==> src/rtl/core/sbpd_pkg.sv <==
// Shared constants and types for the servo bus packet deframer.
package sbpd_pkg;

  localparam int BYTE_W = 8;
  localparam int IDX_W = 6;
  localparam int LEN_W = 7;
  localparam int MAX_PAYLOAD_DEF = 64;

  localparam logic [BYTE_W-1:0] SYNC_BYTE = 8'hFF;

  typedef logic [BYTE_W-1:0] bus_byte_t;
  typedef logic [IDX_W-1:0] body_idx_t;
  typedef logic [LEN_W-1:0] body_len_t;

endpackage

==> src/rtl/core/sbpd_body_store.sv <==
// Packet body buffer: one write port and one registered read port.
module sbpd_body_store
  import sbpd_pkg::*;
#(
  parameter int DEPTH = MAX_PAYLOAD_DEF
) (
  input  logic                     clk,
  input  logic                     wr_en,
  input  logic [$clog2(DEPTH)-1:0] wr_addr,
  input  bus_byte_t                wr_data,
  input  logic                     rd_en,
  input  logic [$clog2(DEPTH)-1:0] rd_addr,
  output bus_byte_t                rd_data
);

  bus_byte_t mem [DEPTH];
  bus_byte_t rd_data_r;

  // The read data register holds its value while no read is issued.
  always_ff @(posedge clk) begin
    if (wr_en) begin
      mem[wr_addr] <= wr_data;
    end
    if (rd_en) begin
      rd_data_r <= mem[rd_addr];
    end
  end

  assign rd_data = rd_data_r;

endmodule

==> src/rtl/core/servo_bus_packet_deframer_unit.sv <==
// Top level of the servo bus packet deframer: framing, checksum and result sequencing.
//
// The block takes one bus byte per cycle while it parses a packet: two 0xFF sync bytes,
// an id byte, a length byte and then length body bytes, the last of which is the checksum
// (the inverse of the low eight bits of id + length + instruction + parameters). A length
// below 2 or above MAX_PAYLOAD sends it back to hunting for the first sync byte, as does a
// missing second sync byte. Body bytes are written into a small synchronous memory as they
// arrive. When the checksum matches, the block stops taking input and reads the body back
// out of that memory, one entry per cycle while the output is not stalled, delivering
// length-1 result items: the instruction first, then the parameters, each tagged with the
// id, its index, the parameter count and a last mark on the final one. A good packet holds
// the input off after its checksum byte until its last result item has moved into the output
// register: a memory read, then the result items in turn. A bad checksum drops the packet
// silently and returns to hunting for the first sync byte. No input is taken while the body
// is being read back, so a read never meets a write to the same entry. The output register
// lets the next packet's bytes in while the final item of a packet still waits to be taken.
module servo_bus_packet_deframer_unit
  import sbpd_pkg::*;
#(
  parameter int MAX_PAYLOAD = MAX_PAYLOAD_DEF
) (
  input  logic      clk,
  input  logic      rst_n,
  input  logic      in_valid,
  output logic      in_stall,
  input  bus_byte_t in_rx_byte,
  output logic      out_valid,
  input  logic      out_stall,
  output bus_byte_t out_servo_id,
  output body_idx_t out_byte_index,
  output bus_byte_t out_body_byte,
  output body_idx_t out_param_count,
  output logic      out_last_flag
);

  localparam int AW = $clog2(MAX_PAYLOAD);
  localparam bus_byte_t MAX_LEN = BYTE_W'(MAX_PAYLOAD);

  // Parser phases; the read-back of a good packet has a phase of its own.
  localparam logic [2:0] PH_SYNC1 = 3'd0;
  localparam logic [2:0] PH_SYNC2 = 3'd1;
  localparam logic [2:0] PH_ID    = 3'd2;
  localparam logic [2:0] PH_LEN   = 3'd3;
  localparam logic [2:0] PH_FILL  = 3'd4;
  localparam logic [2:0] PH_EMIT  = 3'd5;

  logic [2:0] phase_r, phase_nxt;
  bus_byte_t  packet_id_r, packet_id_nxt;
  body_len_t  packet_length_r, packet_length_nxt;
  body_len_t  fill_count_r, fill_count_nxt;
  bus_byte_t  running_sum_r, running_sum_nxt;
  body_idx_t  iss_idx_r, iss_idx_nxt;
  body_idx_t  pend_idx_r, pend_idx_nxt;
  logic       pending_r, pending_nxt;

  logic       out_valid_r, out_valid_nxt;
  bus_byte_t  out_servo_id_r;
  body_idx_t  out_byte_index_r;
  bus_byte_t  out_body_byte_r;
  body_idx_t  out_param_count_r;
  logic       out_last_flag_r;

  logic       in_accept;
  logic       store_wr;
  logic       out_free;
  logic       move;
  logic       issue;
  logic       pend_last;
  body_idx_t  emit_count;
  body_idx_t  param_count;
  body_len_t  fill_inc;
  bus_byte_t  rd_data;

  assign in_stall  = (phase_r == PH_EMIT);
  assign in_accept = in_valid && !in_stall;
  assign store_wr  = in_accept && (phase_r == PH_FILL);
  assign fill_inc  = fill_count_r + 7'd1;

  // A good packet yields length-1 items and carries length-2 parameters.
  assign emit_count  = IDX_W'(packet_length_r - 7'd1);
  assign param_count = IDX_W'(packet_length_r - 7'd2);

  // The memory's read register holds one item at a time; it moves into the output
  // register whenever that register is empty or is being taken in this cycle.
  assign out_free  = !out_valid_r || !out_stall;
  assign move      = pending_r && out_free;
  assign issue     = (phase_r == PH_EMIT) && (iss_idx_r != emit_count) && (!pending_r || move);
  assign pend_last = ((pend_idx_r + 6'd1) == emit_count);

  sbpd_body_store #(
    .DEPTH(MAX_PAYLOAD)
  ) u_store (
    .clk     (clk),
    .wr_en   (store_wr),
    .wr_addr (fill_count_r[AW-1:0]),
    .wr_data (in_rx_byte),
    .rd_en   (issue),
    .rd_addr (iss_idx_r[AW-1:0]),
    .rd_data (rd_data)
  );

  always_comb begin
    phase_nxt         = phase_r;
    packet_id_nxt     = packet_id_r;
    packet_length_nxt = packet_length_r;
    fill_count_nxt    = fill_count_r;
    running_sum_nxt   = running_sum_r;
    iss_idx_nxt       = iss_idx_r;
    pend_idx_nxt      = pend_idx_r;
    pending_nxt       = pending_r;

    case (phase_r)
      PH_SYNC2: begin
        if (in_accept) begin
          phase_nxt = (in_rx_byte == SYNC_BYTE) ? PH_ID : PH_SYNC1;
        end
      end
      PH_ID: begin
        if (in_accept) begin
          packet_id_nxt = in_rx_byte;
          phase_nxt     = PH_LEN;
        end
      end
      PH_LEN: begin
        if (in_accept) begin
          fill_count_nxt = '0;
          if ((in_rx_byte < 8'd2) || (in_rx_byte > MAX_LEN)) begin
            phase_nxt = PH_SYNC1;
          end else begin
            packet_length_nxt = LEN_W'(in_rx_byte);
            running_sum_nxt   = packet_id_r + in_rx_byte;
            phase_nxt         = PH_FILL;
          end
        end
      end
      PH_FILL: begin
        if (in_accept) begin
          fill_count_nxt = fill_inc;
          if (fill_inc >= packet_length_r) begin
            // Checksum byte: start the read-back only when it matches.
            if (~running_sum_r == in_rx_byte) begin
              phase_nxt   = PH_EMIT;
              iss_idx_nxt = '0;
              pending_nxt = 1'b0;
            end else begin
              phase_nxt = PH_SYNC1;
            end
          end else begin
            running_sum_nxt = running_sum_r + in_rx_byte;
          end
        end
      end
      PH_EMIT: begin
        if (issue) begin
          iss_idx_nxt  = iss_idx_r + 6'd1;
          pend_idx_nxt = iss_idx_r;
          pending_nxt  = 1'b1;
        end else if (move) begin
          pending_nxt = 1'b0;
        end
        if (move && pend_last) begin
          phase_nxt = PH_SYNC1;
        end
      end
      default: begin
        if (in_accept) begin
          phase_nxt = (in_rx_byte == SYNC_BYTE) ? PH_SYNC2 : PH_SYNC1;
        end
      end
    endcase
  end

  always_comb begin
    if (move) begin
      out_valid_nxt = 1'b1;
    end else if (!out_stall) begin
      out_valid_nxt = 1'b0;
    end else begin
      out_valid_nxt = out_valid_r;
    end
  end

  always_ff @(posedge clk) begin
    if (!rst_n) begin
      phase_r         <= PH_SYNC1;
      packet_id_r     <= '0;
      packet_length_r <= '0;
      fill_count_r    <= '0;
      running_sum_r   <= '0;
      iss_idx_r       <= '0;
      pend_idx_r      <= '0;
      pending_r       <= 1'b0;
      out_valid_r     <= 1'b0;
    end else begin
      phase_r         <= phase_nxt;
      packet_id_r     <= packet_id_nxt;
      packet_length_r <= packet_length_nxt;
      fill_count_r    <= fill_count_nxt;
      running_sum_r   <= running_sum_nxt;
      iss_idx_r       <= iss_idx_nxt;
      pend_idx_r      <= pend_idx_nxt;
      pending_r       <= pending_nxt;
      out_valid_r     <= out_valid_nxt;
    end
  end

  // Result payload register; it only loads when an item moves in.
  always_ff @(posedge clk) begin
    if (move) begin
      out_servo_id_r    <= packet_id_r;
      out_byte_index_r  <= pend_idx_r;
      out_body_byte_r   <= rd_data;
      out_param_count_r <= param_count;
      out_last_flag_r   <= pend_last;
    end
  end

  assign out_valid       = out_valid_r;
  assign out_servo_id    = out_servo_id_r;
  assign out_byte_index  = out_byte_index_r;
  assign out_body_byte   = out_body_byte_r;
  assign out_param_count = out_param_count_r;
  assign out_last_flag   = out_last_flag_r;

`ifndef SYNTHESIS
  a_pending_in_emit : assert property (@(posedge clk) disable iff (!rst_n)
    pending_r |-> (phase_r == PH_EMIT))
    else $error("read data pending outside the read-back phase");

  a_emit_starts_clean : assert property (@(posedge clk) disable iff (!rst_n)
    $rose(phase_r == PH_EMIT) |-> ((iss_idx_r == '0) && !pending_r))
    else $error("read-back began with stale sequencing state");

  a_pend_in_range : assert property (@(posedge clk) disable iff (!rst_n)
    pending_r |-> (pend_idx_r < emit_count))
    else $error("pending item index beyond the packet body");

  a_fill_in_range : assert property (@(posedge clk) disable iff (!rst_n)
    (phase_r == PH_FILL) |-> (fill_count_r < packet_length_r))
    else $error("fill count reached the packet length while filling");
`endif

endmodule
==> config.mk <==
export PLATFORM = sky130hd
export DESIGN_NAME = servo_bus_packet_deframer_unit
export DESIGN_NICKNAME = d
export VERILOG_FILES = /design/src/rtl/core/sbpd_pkg.sv /design/src/rtl/core/sbpd_body_store.sv /design/src/rtl/core/servo_bus_packet_deframer_unit.sv
export SDC_FILE = /design/constraint.sdc
export NUM_CORES = 1
export LEC_CHECK = 0
export BUFFER_PORTS_ARGS = -buffer_cell sky130_fd_sc_hd__buf_2
export CORE_MARGIN = 1.5
export CORE_UTILIZATION = 62
export CTS_BUF_LIST = sky130_fd_sc_hd__clkbuf_8 sky130_fd_sc_hd__clkbuf_16
export DETAILED_ROUTE_END_ITERATION = 10
export HOLD_SLACK_MARGIN = 0.06
export PLACE_DENSITY_LB_ADDON = 0.05
export SETUP_SLACK_MARGIN = 0.05
export SLEW_MARGIN = 30
export SYNTH_ARGS = -nofsm -noshare
export SYNTH_HDL_FRONTEND = slang
export SYNTH_SLANG_ARGS = --single-unit
==> constraint.sdc <==
create_clock -name clk -period 3.6 [get_ports clk]
set_input_delay 0.72 -clock clk [delete_from_list [all_inputs] [get_ports clk]]
set_output_delay 0.72 -clock clk [all_outputs]
set_load 0.03 [all_outputs]
==> flow_summary.yaml <==
status:
  status: "complete, no violations"
route:
  viasPerCell: 6.27
  avgRoutedWirePerCell_um: 26.8
  ant_nets: 0
  route.detailed.drc: 0
  wl_mm: 52.0
  dr.pass1.iters: 5
  dr_total_vias: 12200
  drt_iter0_drc: 1042
cells_and_area:
  layout_common_cells: "549 x edfxtp_1, 160 x mux4_2, 100 x buf_4"
  syn_to_final_growth_pct: 13.4
  seq_area_um2: 17400
  multi_input_area_um2: 6310
  final_layout_size_suffix_gt1_frac: 0.285
  nets: 1412
  fill_cells: 2410
  fin_util: 0.710
  mostFrequentLayoutCell: "edfxtp_1"
  design_area_um2: 27300
placement:
  place.gp.congestion: 0.817
  hpwl_mm: 32.4
  dpl_cell_area_um2: 25500
  io_buffer_count: 42
synthesis:
  synth-main-ff-cell: "edfxtp_1"
  synth-simple-area-share: 0.0442
  synthesis.area_um2: 24100
  synth_seq_cells: 596
  synth_cell_type_count: 58
  postSynthCellCount: 1235
  synth_xor_area_frac: 0.0171
  synth-compound-area-share: 0.0236
  synth_nets: 1268
  ys_seq_area_frac: 0.724
  syn_avg_cell_area_um2: 19.5
  synth.area.mux_share: 0.166
  yosysWarnings: 0
  synth_top_family_by_area: "multiplexers"
  synth_fa_ha_area_frac: 0.0112
  async_flop_share: 0
  synth-edff-count: 549
sta:
  slew-limit-headroom: 0.428
  setup_viol: 0
  fmax_mhz: 313
  hold_violations: 0
  tns_ns: 0
  rsz0062_at_grt: "false"
  worst_pin_slew_ns: 0.859
  slew_violations: 0
  fin_crit_sh: 0.886
  period_needed_ns: 3.19
  finClkSkew_ns: 0.0182
global_routing:
  grt_pass1_wl_mm: 78.6
  antenna_found_initial: 0
  grt_max_degree: 69
  grtUsageTotal: 0.268
  grt_overflow_total: 0
  grt_pass1_vias: 12300
pwr:
  p_leak_nw: 8.79
  ir_drop_mv: 0.560
  pwr_density_cell_nw_per_um2: 496
min_path:
  hp-class: "input pin to register"
  worstHoldStart: "out_stall"
die:
  dieWidth_um: 200
  die_area_um2: 40000
  core_um2: 38500
  die_h_um: 200
  fp-row-count: 72
  initial_core_util: 0.626
  pin_count: 43
setup_path:
  crit_start: "fill_count_r[0]"
  worstPathMaxFanout: 9
  cp-end-kind: "register"
  worst_setup_path_start_kind: "register"
  crit_type: "register to register"
  reg2reg_from: "fill_count_r[0]"
  required_ns: 4.06
  critPathArrivalTime_ns: 3.65
clock_network:
  cts_made_buffers: 58
  clkSlewWorstSetupHoldPaths_ns: 0.06
  cts_resized: 0
  worstSkewPairLatency_ns: 0.61
  cts_setup_buffers: 0
  cts_buffer_depth: 3
  cts_hold_buf: 0
  htreeDepth: 2
  cts-root-buf: "clkbuf_16"
  cts_tree: "done"
  clkSinkCount: 596
run:
  maxCapViolCount: 0
## report_power, final
group,internal [mW],leakage (nW),switching [mW]
Combinational,0.0855,2.53,0.199
Clock,3.25,0.945,2.45
Sequential,7.55,5.31,0.00714
Total,10.9,8.79,2.66
## worst paths after layout
path                                         to  slack, ns  cells after the start
worst max-delay path               iss_idx_r[0]       0.41                     12
worst min-delay path                  out_valid       0.42                      3
worst max register to register     iss_idx_r[0]       0.41                     12
worst min register to register  out_servo_id[7]       0.47                      0
## metal layers
layer	up-vias	share of wire	wire, um	track usage
met5	-	0	0	0
met4	0	0.022	1120	0.0777
met3	71	0.063	3280	0.0425
met2	459	0.49	25600	0.430
met1	6383	0.42	22000	0.389
li1	5272	-	-	-
## Yosys cell counts, drive strengths merged, types with 2 or more instances
| library cell | number | share of area |
|---|---|---|
| nand4 | 3 | 0.00078 |
| nor4 | 4 | 0.0013 |
| a22oi | 4 | 0.0012 |
| and3 | 7 | 0.0018 |
| mux2 | 7 | 0.0033 |
| buf | 33 | 0.0074 |
| dfxtp | 47 | 0.039 |
| mux4 | 160 | 0.15 |
| ha | 20 | 0.010 |
| o41ai | 2 | 0.00073 |
| a211o | 2 | 0.00073 |
| a21oi | 25 | 0.0052 |
| inv | 16 | 0.0025 |
| nor2b | 43 | 0.011 |
| a21o | 3 | 0.00093 |
| o31ai | 4 | 0.0012 |
| nor3 | 8 | 0.0017 |
| clkbuf | 30 | 0.0047 |
| o21bai | 2 | 0.00062 |
| nor3b | 3 | 0.0016 |
| xor2 | 9 | 0.0033 |
| nand3b | 4 | 0.0012 |
| nand3 | 16 | 0.0035 |
| edfxtp | 549 | 0.68 |
| xnor2 | 33 | 0.012 |
| xnor3 | 2 | 0.0019 |
| a211oi | 9 | 0.0028 |
| o21ai | 11 | 0.0028 |
| mux2i | 31 | 0.013 |
| nand2 | 31 | 0.0048 |
| or3 | 3 | 0.00078 |
| a21boi | 14 | 0.0045 |
| nor2 | 82 | 0.013 |
| nand2b | 2 | 0.00052 |
| and2 | 2 | 0.00052 |
## per-stage QoR
| step | setup slack (ns) | total power [mW] | hold WS, ns | std cells |
|---|---|---|---|---|
| after floorplan | 0.597 | 7.83 | 0.400 | 1235 |
| after global placement | 0.471 | 7.99 | 0.461 | 1837 |
| after detailed placement | 0.462 | 8.00 | 0.449 | 1837 |
| after CTS | 0.457 | 13.6 | 0.407 | 1941 |
| after global routing | 0.175 | 13.9 | 0.431 | 1941 |
| final | 0.410 | 13.5 | 0.423 | 1942 |
## logic make-up after synthesis
logic type      Yosys count
buf+inv                  79
xor+xnor                 44
flops                   596
simple gates            213
compound gates           84
mux                     198
fa+ha+maj                21
## registers in the layout (all words and copies together), names as in the netlist, 7 cells and up
signal	flops
u_store.rd_data	8
running_sum_r	8
u_store.mem	512
packet_length_r	7
out_body_byte	8
packet_id_r	8
fill_count_r	7
out_servo_id	8
## cell type report
type,instances,area share
clock buffers,60,0.0546
multi-input cells,560,0.231
diodes,1,0.0000916
flip-flops and latches,596,0.638
well taps,518,0.0237
repair buffers,147,0.0389
clock inverters,44,0.0109
inverters,16,0.00220
## critical path, stage by stage (launching register included)
cell      delay, ns
dfxtp_1        0.47
ha_1           0.28
nand3_1        0.17
nor2_1         0.22
xor2_1         0.11
ha_1           0.25
nor3_1         0.20
a21oi_1        0.09
a21bo_2        0.21
nor2_1         0.05
a21boi_1       0.46
a21oi_1        0.15
nor2b_1        0.38
Note: power is estimated with default switching activity, not from simulation.
